--- src/hdl/ffp_pkg.sv ---
`timescale 1ns / 1ps
`default_nettype none
// ----------------------------------------------------------------------------
// ffp_pkg: shared types and codes for the first-fit extent placer
// Command codes, payload types and the sequencer state type.
// ----------------------------------------------------------------------------
package ffp_pkg;

  // payload field types
  typedef logic [1:0]  cmd_t;
  typedef logic [5:0]  entry_index_t;
  typedef logic [31:0] section_size_t;
  typedef logic [31:0] slot_offset_t;
  typedef logic [15:0] header_length_t;

  // command codes; the fourth code does nothing
  localparam cmd_t CMD_PLACE  = 2'd0;
  localparam cmd_t CMD_REMOVE = 2'd1;
  localparam cmd_t CMD_CLEAR  = 2'd2;

  // header length after reset
  localparam header_length_t HEADER_RESET = 16'd64;

  // sequencer states
  typedef enum logic [2:0] {
    ST_CLEAR,
    ST_IDLE,
    ST_SCAN,
    ST_STEP,
    ST_DONE
  } ffp_state_t;

endpackage : ffp_pkg
`default_nettype wire

--- src/hdl/ffp_req_if.sv ---
`timescale 1ns / 1ps
`default_nettype none
// ----------------------------------------------------------------------------
// ffp_req_if: command channel of the extent placer
// Valid/ready channel carrying one command transaction.
// ----------------------------------------------------------------------------
interface ffp_req_if;
  logic                   valid;
  logic                   ready;
  ffp_pkg::cmd_t          cmd;
  ffp_pkg::entry_index_t  entry_index;
  ffp_pkg::section_size_t section_size;

  modport source (output valid, output cmd, output entry_index, output section_size,
                  input ready);
  modport sink   (input valid, input cmd, input entry_index, input section_size,
                  output ready);
endinterface : ffp_req_if
`default_nettype wire

--- src/hdl/ffp_rsp_if.sv ---
`timescale 1ns / 1ps
`default_nettype none
// ----------------------------------------------------------------------------
// ffp_rsp_if: result channel of the extent placer
// Valid/ready channel carrying one placement result transaction.
// ----------------------------------------------------------------------------
interface ffp_rsp_if;
  logic                  valid;
  logic                  ready;
  ffp_pkg::slot_offset_t slot_offset;
  logic                  overflow;

  modport source (output valid, output slot_offset, output overflow, input ready);
  modport sink   (input valid, input slot_offset, input overflow, output ready);
endinterface : ffp_rsp_if
`default_nettype wire

--- src/hdl/ffp_ram.sv ---
`timescale 1ns / 1ps
`default_nettype none
// ----------------------------------------------------------------------------
// ffp_ram: generic single-write, single-read RAM
// One write port and one read port with registered read data.
// ----------------------------------------------------------------------------
module ffp_ram #(
  parameter int WIDTH = 8,
  parameter int DEPTH = 16
) (
  input  wire logic                     clk,
  input  wire logic                     we,
  input  wire logic [$clog2(DEPTH)-1:0] waddr,
  input  wire logic [WIDTH-1:0]         wdata,
  input  wire logic [$clog2(DEPTH)-1:0] raddr,
  output logic      [WIDTH-1:0]         rdata
);

  logic [WIDTH-1:0] mem [DEPTH];

  // write port
  always_ff @(posedge clk) begin
    if (we) begin
      mem[waddr] <= wdata;
    end
  end

  // registered read port
  always_ff @(posedge clk) begin
    rdata <= mem[raddr];
  end

endmodule : ffp_ram
`default_nettype wire

--- src/hdl/first_fit_extent_placer.sv ---
`timescale 1ns / 1ps
`default_nettype none
// ----------------------------------------------------------------------------
// first_fit_extent_placer: first-fit placement of extents in an offset space
// Keeps one extent (start, length, valid) per entry and places new extents
// at the lowest free offset at or above the header length.
// ----------------------------------------------------------------------------
// Usage:
//   request  : command transactions (place, remove, clear) with entry index
//              and section size; taken only while the block is idle.
//   response : one transaction per place command (slot offset, overflow);
//              remove, clear, unused codes and out-of-range indexes give none.
//   cfg_wr_en/cfg_wr_data : write the header length while idle.
// Sequencing:
//   remove and unused commands finish in the cycle they are accepted; clear
//   sweeps every entry of the table memory. A place command runs one scan
//   pass for every extent it visits in offset order plus one final pass; a
//   pass reads every entry of the table and then enters the step state. The
//   single read port of the table memory is read once per entry in each pass.
// Reset:
//   after rst the block sweeps the table before it is ready; header length
//   returns to 64.
// Stall:
//   the result sits in an output register; a finished placement waits for
//   that register to drain before it commits and returns to idle.
// ----------------------------------------------------------------------------
module first_fit_extent_placer #(
  parameter int ENTRIES      = 64,
  parameter int OFFSET_WIDTH = 32
) (
  input  wire logic                    clk,
  input  wire logic                    rst,
  input  wire logic                    cfg_wr_en,
  input  wire ffp_pkg::header_length_t cfg_wr_data,
  ffp_req_if.sink                      request,
  ffp_rsp_if.source                    response
);

  localparam int IW = $clog2(ENTRIES);
  localparam int OW = OFFSET_WIDTH;
  localparam int SW = ((OW > 32) ? OW : 32) + 1;
  localparam int RW = 2 * OW + 1;
  localparam int KW = OW + IW;

  // sequencer and datapath registers
  ffp_pkg::ffp_state_t state, state_next;

  ffp_pkg::header_length_t header_length;
  logic [IW-1:0]  clr_cnt;
  logic [IW:0]    scan_cnt;
  logic           rd_pend;
  logic [IW-1:0]  rd_idx;
  logic [OW-1:0]  cand;
  logic [31:0]    size_q;
  logic [IW-1:0]  idx_q;
  logic           have_last;
  logic [KW-1:0]  last_key;
  logic           have_best;
  logic [OW-1:0]  best_start;
  logic [OW-1:0]  best_len;
  logic [IW-1:0]  best_idx;
  logic           out_valid;
  logic [31:0]    out_offset;
  logic           out_ovf;

  // memory port signals
  logic          ram_we;
  logic [IW-1:0] ram_waddr;
  logic [RW-1:0] ram_wdata;
  logic [IW-1:0] ram_raddr;
  logic [RW-1:0] ram_rdata;

  // decoded read data and datapath logic
  logic          e_valid;
  logic [OW-1:0] e_len;
  logic [OW-1:0] e_start;
  logic [KW-1:0] e_key;
  logic          e_take;
  logic [SW-1:0] fit_end;
  logic          ovf;
  logic          stop_here;
  logic [OW:0]   best_end;
  logic          accept;
  logic          idx_ok;
  logic          out_free;
  logic          scan_issue;

  ffp_ram #(
    .WIDTH (RW),
    .DEPTH (ENTRIES)
  ) u_table (
    .clk   (clk),
    .we    (ram_we),
    .waddr (ram_waddr),
    .wdata (ram_wdata),
    .raddr (ram_raddr),
    .rdata (ram_rdata)
  );

  // entry word layout: valid, length, start
  assign e_valid = ram_rdata[RW-1];
  assign e_len   = ram_rdata[2*OW-1:OW];
  assign e_start = ram_rdata[OW-1:0];
  assign e_key   = {e_start, rd_idx};

  // next extent in (start, index) order beyond the last one visited
  assign e_take = rd_pend && e_valid && (e_len != '0)
               && (!have_last || (e_key > last_key))
               && (!have_best || (e_key < {best_start, best_idx}));

  // shared adder: candidate end of the requested extent
  assign fit_end   = SW'(cand) + SW'(size_q);
  assign ovf       = (fit_end[SW-1:OW] != '0);
  assign stop_here = (SW'(best_start) >= fit_end);
  assign best_end  = (OW+1)'(best_start) + (OW+1)'(best_len);

  assign accept     = request.valid && request.ready;
  assign idx_ok     = (32'(request.entry_index) < 32'(ENTRIES));
  assign out_free   = !out_valid || response.ready;
  assign scan_issue = (scan_cnt < (IW+1)'(ENTRIES));
  assign ram_raddr  = scan_cnt[IW-1:0];

  // state register
  always_ff @(posedge clk) begin
    if (rst) begin
      state <= ffp_pkg::ST_CLEAR;
    end else begin
      state <= state_next;
    end
  end

  // next state, memory writes and ready
  always_comb begin
    state_next    = state;
    ram_we        = 1'b0;
    ram_waddr     = clr_cnt;
    ram_wdata     = '0;
    request.ready = 1'b0;
    unique case (state)
      ffp_pkg::ST_CLEAR: begin
        ram_we = 1'b1;
        if (clr_cnt == IW'(ENTRIES - 1)) begin
          state_next = ffp_pkg::ST_IDLE;
        end
      end
      ffp_pkg::ST_IDLE: begin
        request.ready = 1'b1;
        ram_waddr     = IW'(request.entry_index);
        if (accept) begin
          priority if (request.cmd == ffp_pkg::CMD_CLEAR) begin
            state_next = ffp_pkg::ST_CLEAR;
          end else if (request.cmd == ffp_pkg::CMD_REMOVE && idx_ok) begin
            ram_we = 1'b1;
          end else if (request.cmd == ffp_pkg::CMD_PLACE && idx_ok) begin
            state_next = ffp_pkg::ST_SCAN;
          end else begin
            state_next = ffp_pkg::ST_IDLE;
          end
        end
      end
      ffp_pkg::ST_SCAN: begin
        if (!scan_issue && !rd_pend) begin
          state_next = ffp_pkg::ST_STEP;
        end
      end
      ffp_pkg::ST_STEP: begin
        if (!have_best || stop_here) begin
          state_next = ffp_pkg::ST_DONE;
        end else begin
          state_next = ffp_pkg::ST_SCAN;
        end
      end
      ffp_pkg::ST_DONE: begin
        ram_waddr = idx_q;
        ram_wdata = {1'b1, OW'(size_q), cand};
        if (out_free) begin
          ram_we     = !ovf;
          state_next = ffp_pkg::ST_IDLE;
        end
      end
      default: begin
        state_next = ffp_pkg::ST_CLEAR;
      end
    endcase
  end

  // header length register
  always_ff @(posedge clk) begin
    if (rst) begin
      header_length <= ffp_pkg::HEADER_RESET;
    end else if (cfg_wr_en) begin
      header_length <= cfg_wr_data;
    end
  end

  // clear sweep counter
  always_ff @(posedge clk) begin
    if (rst) begin
      clr_cnt <= '0;
    end else if (state == ffp_pkg::ST_CLEAR) begin
      clr_cnt <= (clr_cnt == IW'(ENTRIES - 1)) ? '0 : clr_cnt + 1'b1;
    end
  end

  // scan pass: one read per cycle, track the smallest key beyond the last
  always_ff @(posedge clk) begin
    if (rst) begin
      scan_cnt  <= '0;
      rd_pend   <= 1'b0;
      have_last <= 1'b0;
      have_best <= 1'b0;
    end else begin
      rd_pend <= (state == ffp_pkg::ST_SCAN) && scan_issue;
      unique case (state)
        ffp_pkg::ST_IDLE: begin
          if (accept) begin
            scan_cnt  <= '0;
            have_last <= 1'b0;
            have_best <= 1'b0;
          end
        end
        ffp_pkg::ST_SCAN: begin
          if (scan_issue) begin
            scan_cnt <= scan_cnt + 1'b1;
          end
          if (e_take) begin
            have_best <= 1'b1;
          end
        end
        ffp_pkg::ST_STEP: begin
          if (have_best && !stop_here) begin
            have_last <= 1'b1;
            have_best <= 1'b0;
            scan_cnt  <= '0;
          end
        end
        default: ;
      endcase
    end
  end

  // datapath payload registers
  always_ff @(posedge clk) begin
    rd_idx <= scan_cnt[IW-1:0];
    if (state == ffp_pkg::ST_IDLE && accept) begin
      cand   <= OW'(header_length);
      size_q <= request.section_size;
      idx_q  <= IW'(request.entry_index);
    end
    if (state == ffp_pkg::ST_SCAN && e_take) begin
      best_start <= e_start;
      best_len   <= e_len;
      best_idx   <= rd_idx;
    end
    if (state == ffp_pkg::ST_STEP && have_best && !stop_here) begin
      last_key <= {best_start, best_idx};
      // candidate never moves backwards
      if (best_end > (OW+1)'(cand)) begin
        cand <= best_end[OW-1:0];
      end
    end
  end

  // output register
  always_ff @(posedge clk) begin
    if (rst) begin
      out_valid <= 1'b0;
    end else if (state == ffp_pkg::ST_DONE && out_free) begin
      out_valid <= 1'b1;
    end else if (response.ready) begin
      out_valid <= 1'b0;
    end
  end

  always_ff @(posedge clk) begin
    if (state == ffp_pkg::ST_DONE && out_free) begin
      out_offset <= 32'(cand);
      out_ovf    <= ovf;
    end
  end

  assign response.valid       = out_valid;
  assign response.slot_offset = out_offset;
  assign response.overflow    = out_ovf;

endmodule : first_fit_extent_placer
`default_nettype wire

--- src/flat_wrapper.sv ---
// flat-port wrapper written by rule: the top's interface ports become plain ports
module first_fit_extent_placer_flat 
#(
  parameter int ENTRIES      = 64,
  parameter int OFFSET_WIDTH = 32
)
  (clk, rst, cfg_wr_en, cfg_wr_data, request_valid, request_cmd, request_entry_index, request_section_size, request_ready, response_valid, response_slot_offset, response_overflow, response_ready);
  ffp_req_if request_i ();
  ffp_rsp_if response_i ();
  input  wire logic clk;
  input  wire logic rst;
  input  wire logic cfg_wr_en;
  input  wire ffp_pkg::header_length_t cfg_wr_data;
  input wire logic [$bits(request_i.valid)-1:0] request_valid;
  input wire logic [$bits(request_i.cmd)-1:0] request_cmd;
  input wire logic [$bits(request_i.entry_index)-1:0] request_entry_index;
  input wire logic [$bits(request_i.section_size)-1:0] request_section_size;
  output wire logic [$bits(request_i.ready)-1:0] request_ready;
  output wire logic [$bits(response_i.valid)-1:0] response_valid;
  output wire logic [$bits(response_i.slot_offset)-1:0] response_slot_offset;
  output wire logic [$bits(response_i.overflow)-1:0] response_overflow;
  input wire logic [$bits(response_i.ready)-1:0] response_ready;
  assign request_i.valid = request_valid;
  assign request_i.cmd = request_cmd;
  assign request_i.entry_index = request_entry_index;
  assign request_i.section_size = request_section_size;
  assign request_ready = request_i.ready;
  assign response_valid = response_i.valid;
  assign response_slot_offset = response_i.slot_offset;
  assign response_overflow = response_i.overflow;
  assign response_i.ready = response_ready;
  first_fit_extent_placer #(.ENTRIES(ENTRIES), .OFFSET_WIDTH(OFFSET_WIDTH)) u_core (.clk(clk), .rst(rst), .cfg_wr_en(cfg_wr_en), .cfg_wr_data(cfg_wr_data), .request(request_i), .response(response_i));
endmodule
--- config.mk ---
export PLATFORM = sky130hd
export DESIGN_NAME = first_fit_extent_placer_flat
export DESIGN_NICKNAME = d
export VERILOG_FILES = /design/src/hdl/ffp_pkg.sv /design/src/hdl/ffp_req_if.sv /design/src/hdl/ffp_rsp_if.sv /design/src/hdl/ffp_ram.sv /design/src/hdl/first_fit_extent_placer.sv /design/src/flat_wrapper.sv
export SDC_FILE = /design/constraint.sdc
export NUM_CORES = 2
export LEC_CHECK = 0
export BUFFER_PORTS_ARGS = -buffer_cell sky130_fd_sc_hd__buf_2
export CELL_PAD_IN_SITES_DETAIL_PLACEMENT = 0
export CELL_PAD_IN_SITES_GLOBAL_PLACEMENT = 1
export CORE_ASPECT_RATIO = 0.6
export CORE_MARGIN = 5
export CORE_UTILIZATION = 55
export CTS_CLUSTER_DIAMETER = 80
export DETAILED_ROUTE_END_ITERATION = 8
export PLACE_DENSITY_LB_ADDON = 0.3
export SLEW_MARGIN = 10
export SYNTH_ARGS = -nofsm -noshare
export SYNTH_HDL_FRONTEND = slang
export SYNTH_HIERARCHICAL = 1
export SYNTH_MEMORY_MAX_BITS = 65536
export SYNTH_SLANG_ARGS = --single-unit
--- constraint.sdc ---
create_clock -name clk -period 22.6 [get_ports clk]
set_input_delay 6.78 -clock clk [delete_from_list [all_inputs] [get_ports clk]]
set_output_delay 6.78 -clock clk [all_outputs]
set_load 0.05 [all_outputs]
Word level (Yosys, flattened, before mapping). Memories as Yosys holds them, arrays and structs flattened. A register that Yosys moved wholly into a read port is not among the register bits. Index checks and enable logic that the tools add are counted.

Equal/unequal tests: 15. $lt $le $gt $ge: 5. Muxes and demuxes: 35. Add/subtract/negate cells: 4. Reductions and logical operators: 34.

Operators with widths (number): $mux W32 (3); $add A32 B32 Y33 (2); $mux W65 (1); $gt A38 B38 Y1 (1); $lt A38 B38 Y1 (1); $ge A32 B33 Y1 (1); $gt A33 B32 Y1 (1); $reduce_bool A32 Y1 (1); $mux W3 (7); $mux W7 (3); $pmux W7 S3 (1); $pmux W3 S5 (1); $ne A2 B1 Y1 const B (7); $logic_and A1 B1 Y1 (13); $mux W1 (13); $pmux W6 S2 (1); $reduce_and A4 Y1 (2); $add A7 B1 Y7 const B (1); $logic_not A1 Y1 (7); $lt A7 B7 Y1 const B (1); $add A6 B1 Y6 const B (1); $eq A3 B2 Y1 const B (2); $eq A6 B6 Y1 const B (1); $mux W6 (1); other kinds (15) (20).

Flip-flop bits (word level): 253. Memories: 1. Word-level logic and storage cells: 112. Input bits: 61. Bits in writable memories: 4160. Output and inout bits: 35.

Memories: u_core.u_table.mem (depth 64, bits a word 65, rd ports 1, clocked after Yosys merged registers in 1, wr ports 1, line ffp_ram.sv:19) `logic [WIDTH-1:0] mem [DEPTH];`.

Depth between registers and ports, before layout.
Depth after elaboration: 7. Mapped depth: 23. Mapped depth without buffers: 21.

Cells and area by module. Netlist, hierarchy kept.

Modules (own cells, without submodules): ffp_ram (cells each 6606, times used 1, area an instance 158330.6 µm², seq. area each 126221.1 µm²); first_fit_extent_placer (cells each 1530, times used 1, area an instance 15539.9 µm², seq. area each 6856.6 µm²).

Least setup slack after synthesis. No wires, ideal clock.

Path kind: input to register. Start point: input port request_valid. End point: memory u_core/u_table/mem[48][0] (netlist bit), enable pin. Path buffers: 2. Arrival: 12.342 ns. Slack: 9.690 ns. Data required time: 22.033 ns. Library setup time: 0.567 ns. Stages: 6. Path through: nand2_1 > clkbuf_1 > buf_1 > o221ai_1 > nand4b_1 > nor3_1.

Word-level cells in the longest chain between the ends: 5.

Ends and longest elaborated chain: start, declared (line flat_wrapper.sv:14) `input wire logic [$bits(request_i.valid)-1:0] request_valid;`; $logic_and A1 B1 Y1 (line first_fit_extent_placer.sv:117) `assign accept = request.valid && request.ready;`; $mux W1 (line first_fit_extent_placer.sv:149) `if (accept) begin`; $pmux W1 S3 (line first_fit_extent_placer.sv:139) `unique case (state)`; net u_core.ram_we (line first_fit_extent_placer.sv:67) `logic ram_we;`; $mux W1 (line ffp_ram.sv:23) `if (we) begin`; $mux W1 (not written as such) (line ffp_ram.sv:24) `mem[waddr] <= wdata;`; end, declared (line ffp_ram.sv:19).

The timed path passes the listed nets, and every way through them passes these cells.

Worst setup path in the final report.
Start point: input port request_valid. End point: memory u_core/u_table/mem[20][35] (netlist bit), enable pin.

The elaborated chain is that of the path after synthesis.

==> run_results.csv <==
group,metric,value,unit
floorplanning,io_pins,96,
clock_tree,clkSinkCount,4478,
critical_path,critPathLaunchType,"primary input",
synth,ys_seq_area_frac,0.765,
pwr,p_total,17.8,mW
placed_design,gp_congestion,1.00,
sta,tns,0,ns
job,drv_cap,0,
floorplanning,core-area,314000,um^2
synth,yosys-top-cells-area,"edfxtp_1 (75%), mux4_2 (13%), dfxtp_1 (1.6%)",
synth,syn_area,174000,um^2
global_route,antenna_found_initial,37,
floorplanning,dieArea,328000,um^2
floorplanning,fp-row-count,159,
clock_tree,cts_root_buf,"clkbuf_16",
synth,synthTopCellsByCount,"edfxtp_1 (4339), mux4_2 (1040), a22oi_1 (267)",
synth,yosysMostFrequentCell,"edfxtp_1",
floorplanning,die_h,446,um
run_status,outcome,"finished clean",
synth,yosysUniqueCellTypes,76,
routing,wl_met2,203000,um
sta,max_clock_freq,91.9,MHz
routing,met1_length,196000,um
worst_hold_path,hold_depth,0,
routing,wirelength,495000,um
floorplanning,start_util,0.554,
critical_path,crit_arrival,11.41,ns
pwr,power.density,92.5,nW/um^2
placed_design,portBuffers,95,
routing,highest_layer,"met5",
routing,dr.pass1.iters,5,
final_layout,area_growth,10.8,%
critical_path,crit_path_end_kind,"flop",
routing,drc_errors,0,
global_route,grt_use_total,0.301,
worst_hold_path,worstHoldPathType,"flop to flop",
sta,hold_violations,0,
sta,skew,0.0457,ns
sta,slew_viol_final,0,
clock_tree,htree_levels,5,
synth,synth_cells,8136,
clock_tree,clk_pin_slew,0.07,ns
global_route,grt_first_pass_wirelength,686000,um
critical_path,path_max_fanout,36,
final_layout,multiInputGateArea,39200,um^2
synth,ys.flop_type,"edfxtp_1",
final_layout,num-nets-final,8711,
clock_tree,ctsHoldBuffers,0,
synth,synth_top_area_share,0.749,
routing,drtIter0Drc,15200,
critical_path,slowest_delay,1.11,ns
sta,tightest_slew,1.31,ns
worst_hold_path,min_to,"u_core/best_len[12]",
sta,fin_hold_ws,0.437,ns
final_layout,fill_cells,21100,
critical_path,r2r-start,"u_core/best_start[5]",
critical_path,crit_top_cell,"nand2_1",
critical_path,worst_path_max_delay_cell,"nor2_4",
final_layout,stdcell_count,12900,
sta,slew_headroom,0.129,
routing,wl_per_cell,38.3,um
global_route,grt_pass1_vias,84200,
synth,synth_edf_count,4339,
global_route,grt_max_degree,122,
global_route,overflow,0,
synth,synth_area_per_cell,21.4,um^2
clock_tree,insertion_delay,0.93,ns
sta,finalCriticalPeriod,10.89,ns
floorplanning,dieWidth,736,um
routing,routed_via_density,6.94,
synth,async_flop_share,0,
sta,period_share,0.482,
synth,yosys.area.top_type,"edfxtp_1",
critical_path,crit_required,23.12,ns
critical_path,critPathBufInv,2,
placed_design,hpwl,309000,um
pwr,peakVddDrop,0.0000828,V
final_layout,drive_gt1_frac,0.239,
final_layout,regArea,133000,um^2
routing,dr_total_vias,89800,
critical_path,worst-setup-path-type,"primary input to flop",
critical_path,reg2reg_depth,20,
synth,yosysWarnings,6,
clock_tree,cts_tree,"done",
critical_path,r2r_end,"u_core/cand[14]",
routing,met3_length,83100,um
clock_tree,cts_resized,0,
sta,setup_viol,0,
critical_path,cp_top_family,"simple AND/OR/NAND/NOR gates",
pwr,p_leak,65.2,nW
critical_path,crit_chain,"buf_2, nand2_1, o221ai_1, nor2b_1, nand2_1, nor2_4, buf_4",
clock_tree,clock_path_buffers,4,
clock_tree,postCtsSetupBuffers,0,
worst_hold_path,hp-start,"u_core/u_table/rdata[44]",
critical_path,ff2ff_setup_slack,14.26,ns
sta,grt_setup_unrepaired,"no",
routing,ant_nets,0,
synth,synth_seq_cells,4478,
placed_design,place_inst,12200,
clock_tree,cts_buffers,383,
synth,synthesis.nets,8404,
## how the worst max path moves through the flow
stage | startpoint | endpoint | slack, ns | cells after the start
3_5_place_dp | request_valid | u_core/u_table/mem[20][0] | 10.87 | 7
3_3_place_gp | request_valid | u_core/u_table/mem[18][0] | 10.85 | 7
2_1_floorplan | request_valid | u_core/u_table/mem[48][0] | 9.69 | 6
4_1_cts | request_valid | u_core/u_table/mem[20][63] | 11.83 | 7
6_report | request_valid | u_core/u_table/mem[20][35] | 11.71 | 7
5_1_grt | request_valid | u_core/u_table/mem[20][63] | 11.64 | 7
## layer usage
layer,vias up,track usage
met1,47400,0.474
met2,6770,0.397
met4,20,0.0684
met3,615,0.118
li1,35000,-
met5,-,0.00808
## metrics by stage
step	setup slack [ns]	cell area, um^2	utilization
after floorplan	9.69	174000	-
after global placement	10.85	180000	0.575
after detailed placement	10.87	180000	0.575
after CTS	11.83	193000	0.614
after global routing	11.64	193000	0.614
final	11.71	193000	0.614
## report_power, final
part / internal, mW / switching [mW]
Combinational: 0.544 / 1.07
Clock: 3.60 / 2.96
Sequential: 9.41 / 0.236
Total: 13.6 / 4.27
## cells by family after synthesis
kind of cell	share of synthesized area
flip-flops	0.765
multiplexers	0.142
AO/OA/AOI/OAI	0.0397
AND/OR/NAND/NOR	0.0208
buffers and inverters	0.0150
adder cells (fa/ha/maj)	0.0150
XOR/XNOR	0.00267
## layout make-up
class	count	area share
Sequential cell	4478	0.691
Multi-Input combinational cell	3103	0.203
Clock buffer	471	0.0531
Tap cell	4186	0.0272
Timing Repair Buffer	330	0.0122
Clock inverter	218	0.0104
Inverter	147	0.00287
Antenna cell	14	0.000182
## sequential cells by signal, indices dropped and copies added, names as in the netlist, 32 cells and up
| name | count |
|---|---|
| u_core/u_table/rdata | 65 |
| u_core/u_table/mem | 4160 |
| u_core/last_key | 38 |
| u_core/response.slot_offset | 32 |
| u_core/cand | 32 |
| u_core/size_q | 32 |
| u_core/best_start | 32 |
| u_core/best_len | 32 |
## cells in the final DEF, fill, tap and decap left out, types with 17 or more instances in the layout
cell type  Yosys  layout
edfxtp_1    4339    4339
mux4_2      1040    1040
clkbuf_16      0     393
a22oi_1      267     267
buf_4         37     226
ha_1         205     205
inv_1        145     145
nor2_1       241     145
nand3_1      139     138
dfxtp_1      139     134
o22ai_1      131     131
mux2i_1      118     117
nand2_1      104     101
a21oi_1      101     101
a21o_1        99      99
nor2_4         0      96
buf_2        189      95
clkinv_1       1      88
a211oi_1      71      71
clkbuf_1     143      68
o211a_1       65      65
clkinv_2       0      59
o21ai_0       49      48
o221ai_1      47      47
nand4_1       41      41
bufinv_16      0      33
xnor2_1       32      32
nor3_1        31      27
a31oi_1       27      27
nand3b_1      27      27
xor2_1        21      21
and3_4         0      19
o21a_1        18      18
nor2b_1       22      17
Note: power is estimated with default switching activity, not from simulation.
